### src/hdl/r2fft_pkg.sv
// Shared types and constants for the radix-2 FFT block.
// Command encoding between controller and datapath, request codes, register map.
// No dependencies.
package r2fft_pkg;

    localparam int DW         = 40;  // internal data word
    localparam int OW         = 32;  // read result width
    localparam int ADDR_MAXW  = 16;  // widest point address the command carries
    localparam int SHAMT_W    = 5;   // holds log2 of the largest size
    localparam int FUNC_W     = 2;
    localparam int INDEX_W    = 10;
    localparam int CFG_IDX_W  = 1;
    localparam int CFG_DATA_W = 4;

    localparam logic [FUNC_W-1:0] FUNC_WRITE = 2'd0;
    localparam logic [FUNC_W-1:0] FUNC_RUN   = 2'd1;
    localparam logic [FUNC_W-1:0] FUNC_READ  = 2'd2;

    localparam logic [CFG_IDX_W-1:0] REG_INVERSE = 1'd0;
    localparam logic [CFG_IDX_W-1:0] REG_LOG2    = 1'd1;

    typedef enum logic [3:0] {
        OP_NONE,
        OP_WRITE,   // store captured sample at addr_a
        OP_FETCH,   // read addr_a, addr_b and twiddle tw
        OP_MUL,     // twiddle products
        OP_SUM,     // rounded complex product
        OP_WR_P,    // addr_a <= a + y
        OP_WR_Q,    // addr_b <= a - y
        OP_SWAP_A,  // addr_a <= fetched b
        OP_SWAP_B,  // addr_b <= fetched a
        OP_SCALE,   // addr_a <= fetched a >> shamt, rounded
        OP_OUT,     // load read result
        OP_DONE,    // load run result
        OP_CLEAR    // clear sticky flag
    } t_op;

    typedef struct packed {
        t_op                  op;
        logic [ADDR_MAXW-1:0] addr_a;
        logic [ADDR_MAXW-1:0] addr_b;
        logic [ADDR_MAXW-1:0] tw;
        logic [SHAMT_W-1:0]   shamt;
        logic                 inv;
    } t_cmd;

endpackage

### src/hdl/r2fft_ctrl.sv
// Sequencer of the FFT: request intake, register file, bit-reverse, butterfly
// and scaling address generation, result handshake. Depends on r2fft_pkg.
module r2fft_ctrl #(
    parameter int MAX_POINTS = 1024
) (
    input  logic                                i_clk,
    input  logic                                i_rst_n,
    input  logic                                i_in_valid,
    output logic                                o_in_ready,
    input  logic [r2fft_pkg::FUNC_W-1:0]        i_func,
    input  logic [r2fft_pkg::INDEX_W-1:0]       i_index,
    output logic                                o_out_valid,
    input  logic                                i_out_ready,
    input  logic                                i_cfg_valid,
    output logic                                o_cfg_ready,
    input  logic [r2fft_pkg::CFG_IDX_W-1:0]     i_cfg_index,
    input  logic [r2fft_pkg::CFG_DATA_W-1:0]    i_cfg_data,
    output r2fft_pkg::t_cmd                     o_cmd
);
    import r2fft_pkg::*;

    localparam int AW  = $clog2(MAX_POINTS);
    localparam int TAW = (AW > 1) ? AW - 1 : 1;
    localparam int LW  = $clog2(AW + 1);

    typedef enum logic [3:0] {
        S_IDLE, S_RD, S_BR, S_BR_SA, S_BR_SB,
        S_BF_FETCH, S_BF_MUL, S_BF_SUM, S_BF_WP, S_BF_WQ,
        S_SC_FETCH, S_SC_WR, S_FIN
    } t_state;

    t_state                 r_state, n_state;
    t_cmd                   r_cmd, n_cmd;
    logic                   r_out_valid, n_out_valid;
    logic                   r_inv;
    logic [CFG_DATA_W-1:0]  r_log2;
    logic [LW-1:0]          r_l, n_l;
    logic [AW-1:0]          r_i, n_i;
    logic [TAW-1:0]         r_c, n_c;
    logic [LW-1:0]          r_s, n_s;

    logic [LW-1:0]          leff;
    logic [AW:0]            n_full;
    logic [AW-1:0]          nmask;
    logic [TAW-1:0]         cmask;
    logic [AW-1:0]          mask_s, cz, addr_p, addr_q, tw_full, rev_full, rv;
    logic [LW-1:0]          tsh;
    logic                   slot_free;

    assign o_in_ready  = (r_state == S_IDLE);
    assign o_cfg_ready = 1'b1;
    assign o_out_valid = r_out_valid;
    assign o_cmd       = r_cmd;
    assign slot_free   = !r_out_valid || i_out_ready;

    assign leff   = (int'(r_log2) > AW) ? LW'(AW) : LW'(r_log2);
    assign n_full = ((AW + 1)'(1) << r_l) - (AW + 1)'(1);
    assign nmask  = n_full[AW-1:0];
    assign cmask  = TAW'(nmask >> 1);

    // butterfly pair: insert a zero at bit s of the counter
    assign mask_s  = (AW'(1) << r_s) - AW'(1);
    assign cz      = AW'(r_c);
    assign addr_p  = ((cz & ~mask_s) << 1) | (cz & mask_s);
    assign addr_q  = addr_p | (AW'(1) << r_s);
    assign tsh     = LW'(AW - 1) - r_s;
    assign tw_full = (cz & mask_s) << tsh;

    always_comb begin
        for (int b = 0; b < AW; b++) begin
            rev_full[AW-1-b] = r_i[b];
        end
    end
    assign rv = rev_full >> (LW'(AW) - r_l);

    always_comb begin
        n_state     = r_state;
        n_cmd       = '0;
        n_cmd.op    = OP_NONE;
        n_cmd.inv   = r_inv;
        n_cmd.shamt = SHAMT_W'(r_l);
        n_l         = r_l;
        n_i         = r_i;
        n_c         = r_c;
        n_s         = r_s;
        if (r_cmd.op == OP_OUT || r_cmd.op == OP_DONE) begin
            n_out_valid = 1'b1;
        end else if (i_out_ready) begin
            n_out_valid = 1'b0;
        end else begin
            n_out_valid = r_out_valid;
        end
        unique case (r_state)
            S_IDLE: begin
                if (i_in_valid) begin
                    n_cmd.addr_a = ADDR_MAXW'(AW'(i_index));
                    case (i_func)
                        FUNC_WRITE: n_cmd.op = OP_WRITE;
                        FUNC_READ: begin
                            n_cmd.op = OP_FETCH;
                            n_state  = S_RD;
                        end
                        FUNC_RUN: begin
                            n_cmd.op = OP_CLEAR;
                            n_l      = leff;
                            n_i      = '0;
                            n_state  = (leff == '0) ? S_FIN : S_BR;
                        end
                        default: ;
                    endcase
                end
            end
            S_RD: begin
                if (slot_free) begin
                    n_cmd.op = OP_OUT;
                    n_state  = S_IDLE;
                end
            end
            S_BR, S_BR_SA, S_BR_SB: begin
                n_cmd.addr_a = ADDR_MAXW'(r_i);
                n_cmd.addr_b = ADDR_MAXW'(rv);
                if (r_state == S_BR && r_i < rv) begin
                    n_cmd.op = OP_FETCH;
                    n_state  = S_BR_SA;
                end else if (r_state == S_BR_SA) begin
                    n_cmd.op = OP_SWAP_A;
                    n_state  = S_BR_SB;
                end else begin
                    if (r_state == S_BR_SB) begin
                        n_cmd.op = OP_SWAP_B;
                    end
                    if (r_i == nmask) begin
                        n_c     = '0;
                        n_s     = '0;
                        n_state = S_BF_FETCH;
                    end else begin
                        n_i     = r_i + AW'(1);
                        n_state = S_BR;
                    end
                end
            end
            S_BF_FETCH, S_BF_MUL, S_BF_SUM, S_BF_WP, S_BF_WQ: begin
                n_cmd.addr_a = ADDR_MAXW'(addr_p);
                n_cmd.addr_b = ADDR_MAXW'(addr_q);
                n_cmd.tw     = ADDR_MAXW'(TAW'(tw_full));
                case (r_state)
                    S_BF_FETCH: begin
                        n_cmd.op = OP_FETCH;
                        n_state  = S_BF_MUL;
                    end
                    S_BF_MUL: begin
                        n_cmd.op = OP_MUL;
                        n_state  = S_BF_SUM;
                    end
                    S_BF_SUM: begin
                        n_cmd.op = OP_SUM;
                        n_state  = S_BF_WP;
                    end
                    S_BF_WP: begin
                        n_cmd.op = OP_WR_P;
                        n_state  = S_BF_WQ;
                    end
                    default: begin
                        n_cmd.op = OP_WR_Q;
                        n_state  = S_BF_FETCH;
                        if (r_c == cmask) begin
                            n_c = '0;
                            if (r_s == r_l - LW'(1)) begin
                                n_i     = '0;
                                n_state = r_inv ? S_SC_FETCH : S_FIN;
                            end else begin
                                n_s = r_s + LW'(1);
                            end
                        end else begin
                            n_c = r_c + TAW'(1);
                        end
                    end
                endcase
            end
            S_SC_FETCH: begin
                n_cmd.op     = OP_FETCH;
                n_cmd.addr_a = ADDR_MAXW'(r_i);
                n_state      = S_SC_WR;
            end
            S_SC_WR: begin
                n_cmd.op     = OP_SCALE;
                n_cmd.addr_a = ADDR_MAXW'(r_i);
                if (r_i == nmask) begin
                    n_state = S_FIN;
                end else begin
                    n_i     = r_i + AW'(1);
                    n_state = S_SC_FETCH;
                end
            end
            S_FIN: begin
                if (slot_free) begin
                    n_cmd.op = OP_DONE;
                    n_state  = S_IDLE;
                end
            end
            default: n_state = S_IDLE;
        endcase
    end

    always_ff @(posedge i_clk) begin
        if (!i_rst_n) begin
            r_state     <= S_IDLE;
            r_cmd       <= '0;
            r_out_valid <= 1'b0;
            r_inv       <= 1'b0;
            r_log2      <= CFG_DATA_W'(10);
            r_l         <= '0;
            r_i         <= '0;
            r_c         <= '0;
            r_s         <= '0;
        end else begin
            r_state     <= n_state;
            r_cmd       <= n_cmd;
            r_out_valid <= n_out_valid;
            r_l         <= n_l;
            r_i         <= n_i;
            r_c         <= n_c;
            r_s         <= n_s;
            if (i_cfg_valid) begin
                unique case (i_cfg_index)
                    REG_INVERSE: r_inv  <= i_cfg_data[0];
                    REG_LOG2:    r_log2 <= i_cfg_data;
                    default: ;
                endcase
            end
        end
    end

    // result register is never loaded while it still holds an undelivered result
    a_no_overwrite: assert property (@(posedge i_clk) disable iff (!i_rst_n)
        (r_cmd.op == OP_OUT || r_cmd.op == OP_DONE) |-> !r_out_valid)
        else $error("result overwritten");

    a_pass_range: assert property (@(posedge i_clk) disable iff (!i_rst_n)
        (r_state == S_BF_FETCH) |-> (r_s < r_l))
        else $error("butterfly pass beyond size");

    a_swap_order: assert property (@(posedge i_clk) disable iff (!i_rst_n)
        (r_state == S_BR_SA) |-> (r_cmd.op == OP_FETCH && r_cmd.addr_a < r_cmd.addr_b))
        else $error("bit-reverse swap issued twice");

endmodule

### config.mk
export PLATFORM = sky130hd
export DESIGN_NAME = r2fft_ctrl
export DESIGN_NICKNAME = d
export VERILOG_FILES = /design/src/hdl/r2fft_pkg.sv /design/src/hdl/r2fft_ctrl.sv
export SDC_FILE = /design/constraint.sdc
export NUM_CORES = 1
export LEC_CHECK = 0
export ABC_CLOCK_PERIOD_IN_PS = 4600
export BUFFER_PORTS_ARGS = -buffer_cell sky130_fd_sc_hd__buf_2
export CORE_UTILIZATION = 35
export DETAILED_ROUTE_END_ITERATION = 10
export GPL_TIMING_DRIVEN = 1
export PLACE_DENSITY = 0.5
export SLEW_MARGIN = 10
export SYNTH_ARGS = -nofsm -noshare
export SYNTH_HDL_FRONTEND = slang
export SYNTH_SLANG_ARGS = --single-unit
### constraint.sdc
create_clock -name i_clk -period 4.6 [get_ports i_clk]
set_input_delay 0.92 -clock i_clk [delete_from_list [all_inputs] [get_ports i_clk]]
set_output_delay 0.92 -clock i_clk [all_outputs]
set_load 0.03 [all_outputs]
==> impl_metrics.json <==
{
  "wl_per_cell_um": 17.64,
  "gp_congestion": 0.9122,
  "grt_max_degree": 38,
  "cts_max_level": 3,
  "vias_per_cell": 5.616,
  "path_clk_slew_ps": 60,
  "worst_path_max_delay_cell": "ha_1",
  "min_to": "r_log2[2]",
  "synth_edf_count": 0,
  "netlist_area_um2": 5757,
  "regToRegStartpoint": "r_l[1]",
  "drc_errors": 0,
  "status": "finished, final reports clean",
  "clock-sinks": 75,
  "rows": 46,
  "slowest_delay_ps": 640,
  "fmax_mhz": 238.6,
  "first_iter_violations": 428,
  "layout_min_cycle_time_ps": 4191,
  "start_kind": "flip-flop",
  "rsz0062_at_grt": "no",
  "grt_first_pass_wirelength_mm": 27.67,
  "ctsHoldBuffers": 0,
  "die_width_um": 130.3,
  "drt_pass1_iterations": 6,
  "crit_chain": "inv_1 -> ha_1 -> mux2i_1 -> o21ai_0 -> nor2_1 -> a311o_1 -> ha_1 -> nand2_1 -> nor3_1 -> o21ai_0 -> o211a_4 -> nor2_8 -> nand4_4 -> o32a_1 -> o21ai_2",
  "min_from": "r_log2[2]",
  "start_util_pct": 36.11,
  "final_area_um2": 6409,
  "hold_depth": 2,
  "synthFlopType": "dfxtp_1",
  "cts_setup_buffers": 0,
  "clockBufferDepth": 2,
  "cp-end-kind": "flip-flop",
  "synthCells": 745,
  "die_y_um": 130.3,
  "wirelength_mm": 17.59,
  "finalSetupViolCount": 0,
  "drive_gt1_share_pct": 15.24,
  "place_area_um2": 6111,
  "syn_to_final_growth_pct": 11.32,
  "post_cts_resized": 0,
  "yosys_register_bits": 75,
  "dieArea_um2": 16970,
  "powerDensity_nw_per_um2": 310.7,
  "finalCritPeriodShare_pct": 91.12,
  "setup_tns_ps": 0,
  "grt_remaining_overflow": 0,
  "n_antenna_cell": 0,
  "drv_slew": 0,
  "ant_nets": 0,
  "cp.arrival_ps": 4470,
  "reg2reg_to": "r_c[5]",
  "reg2reg_slack_ps": 410,
  "max_slew_margin_pct": 46.00,
  "top_level_ports": 83,
  "grt_usage_pct": 21.40,
  "hold_class": "reg2reg",
  "cts-root-buf": "clkbuf_16",
  "critPathKind": "reg2reg",
  "io_buffer_count": 61,
  "yosys_warnings": 0,
  "tritoncts": "yes",
  "cts_buffers": 9,
  "antenna_found_initial": 0,
  "ys_seq_area_share_pct": 26.08,
  "dpl.hpwl_mm": 13.24,
  "clock_latency_ps": 350,
  "vias": 5599,
  "avgSynthCellArea_um2": 7.727,
  "async_flop_share_pct": 0,
  "core-area_um2": 15940,
  "path_max_fanout": 13,
  "peakVddDrop_mv": 0.1716,
  "skew_ps": 11.74,
  "leakagePower_nw": 2.513,
  "synth.distinct_cells": 81,
  "drv_cap": 0,
  "tightest_slew_ps": 808.8,
  "hold_viol_final": 0,
  "final_nets": 825,
  "worstPathRequired_ps": 4880,
  "rr_worst_depth": 15,
  "grt_pass1_vias": 5180
}
## worst max-delay path: cells and delay by family (launching register included)
family	cells	cell delay, ps
flops	1	450
fa+ha+maj	2	940
simple gates	5	720
buf+inv	1	140
mux	1	160
compound gates	6	1710
## final cells by class
cell class,count,area [µm²]
Fill cell,1666,9534
Multi-Input combinational cell,598,3884
Sequential cell,75,1501
Timing Repair Buffer,70,372.9
Tap cell,216,270.3
Clock buffer,12,266.5
Inverter,22,82.58
Clock inverter,4,31.28
## cell families after synthesis
kind of cell | synth area share, %
mux | 4.999
flops | 26.08
xor+xnor | 5.021
other cells | 0.1305
simple gates | 25.95
buf+inv | 7.694
fa+ha+maj | 5.868
compound gates | 24.26
## per-stage QoR
stage / worst slack [ps] / hold slack, ps / power [mW] / std cells / util (%)
2_1_floorplan: 755.4 / 453.6 / 1.182 / 764 / -
3_3_place_gp: 651.2 / 500.9 / 1.297 / 981 / 38.33
3_5_place_dp: 430.4 / 506.0 / 1.300 / 981 / 38.33
4_1_cts: 409.3 / 514.9 / 2.006 / 997 / 40.20
5_1_grt: 113.2 / 523.6 / 2.096 / 997 / 40.20
6_report: 408.5 / 509.5 / 1.991 / 997 / 40.20
## layout by cell type (no fill, tap or decap), drive strengths merged, types with 8 or more instances in the layout
master,netlist,routed
nand2,93,93
dfxtp,75,75
buf,33,70
nor2,62,62
a21oi,49,49
o21ai,37,37
nand3,34,34
ha,27,27
inv,22,23
xnor2,21,21
conb,2,21
mux2i,16,16
nor3,13,13
xor2,12,12
nand2b,12,12
clkbuf,36,12
nor2b,11,11
and3,11,11
a31oi,11,11
nor3b,11,11
and2,11,11
o211ai,9,9
o31ai,8,8
a22oi,8,8
a211oi,8,8
nor4,8,8
## worst max-delay path by stage
stage,startpoint,to,cells past startpoint
after floorplan,r_l[0],r_i[4],17
after global placement,r_l[1],r_c[5],15
after detailed placement,r_l[1],r_c[5],15
after CTS,r_l[1],r_c[5],15
after global routing,r_l[1],r_c[5],15
final,r_l[1],r_c[5],15
## Yosys cell counts (12+ instances only)
cell type   n  area, µm²
nand2b_1   12      75.07
o21ai_0    28      140.1
nor3_1     12      60.06
inv_1      21      78.83
nor2_1     61      229.0
buf_4      23      172.7
mux2i_1    16      160.2
nand3_1    33      165.2
xor2_1     12      105.1
ha_1       27      337.8
dfxtp_1    75       1501
xnor2_1    21      183.9
clkbuf_1   36      135.1
a21oi_1    49      245.2
nand2_1    93      349.1
## sequential cells by signal, summed over array words and instances (netlist names)
name	count
r_c	9
r_s	4
r_state	4
r_l	4
r_i	10
o_cmd	38
r_log2	4
r_inv	1
o_out_valid	1
## layer usage
layer  GRT usage (%)  share of wire (%)  up-vias
met3           4.223                5.6       28
li1                -                  -     2722
met2           35.17                 48      206
met1           27.45                 44     2643
met5               0                  0        -
met4           8.413                2.4        0
## power breakdown
part | switching [mW] | internal [mW]
Clock | 0.289 | 0.411
Sequential | 0.0459 | 0.681
Combinational | 0.366 | 0.198
Total | 0.701 | 1.29
Note: power is estimated with default switching activity, not from simulation.
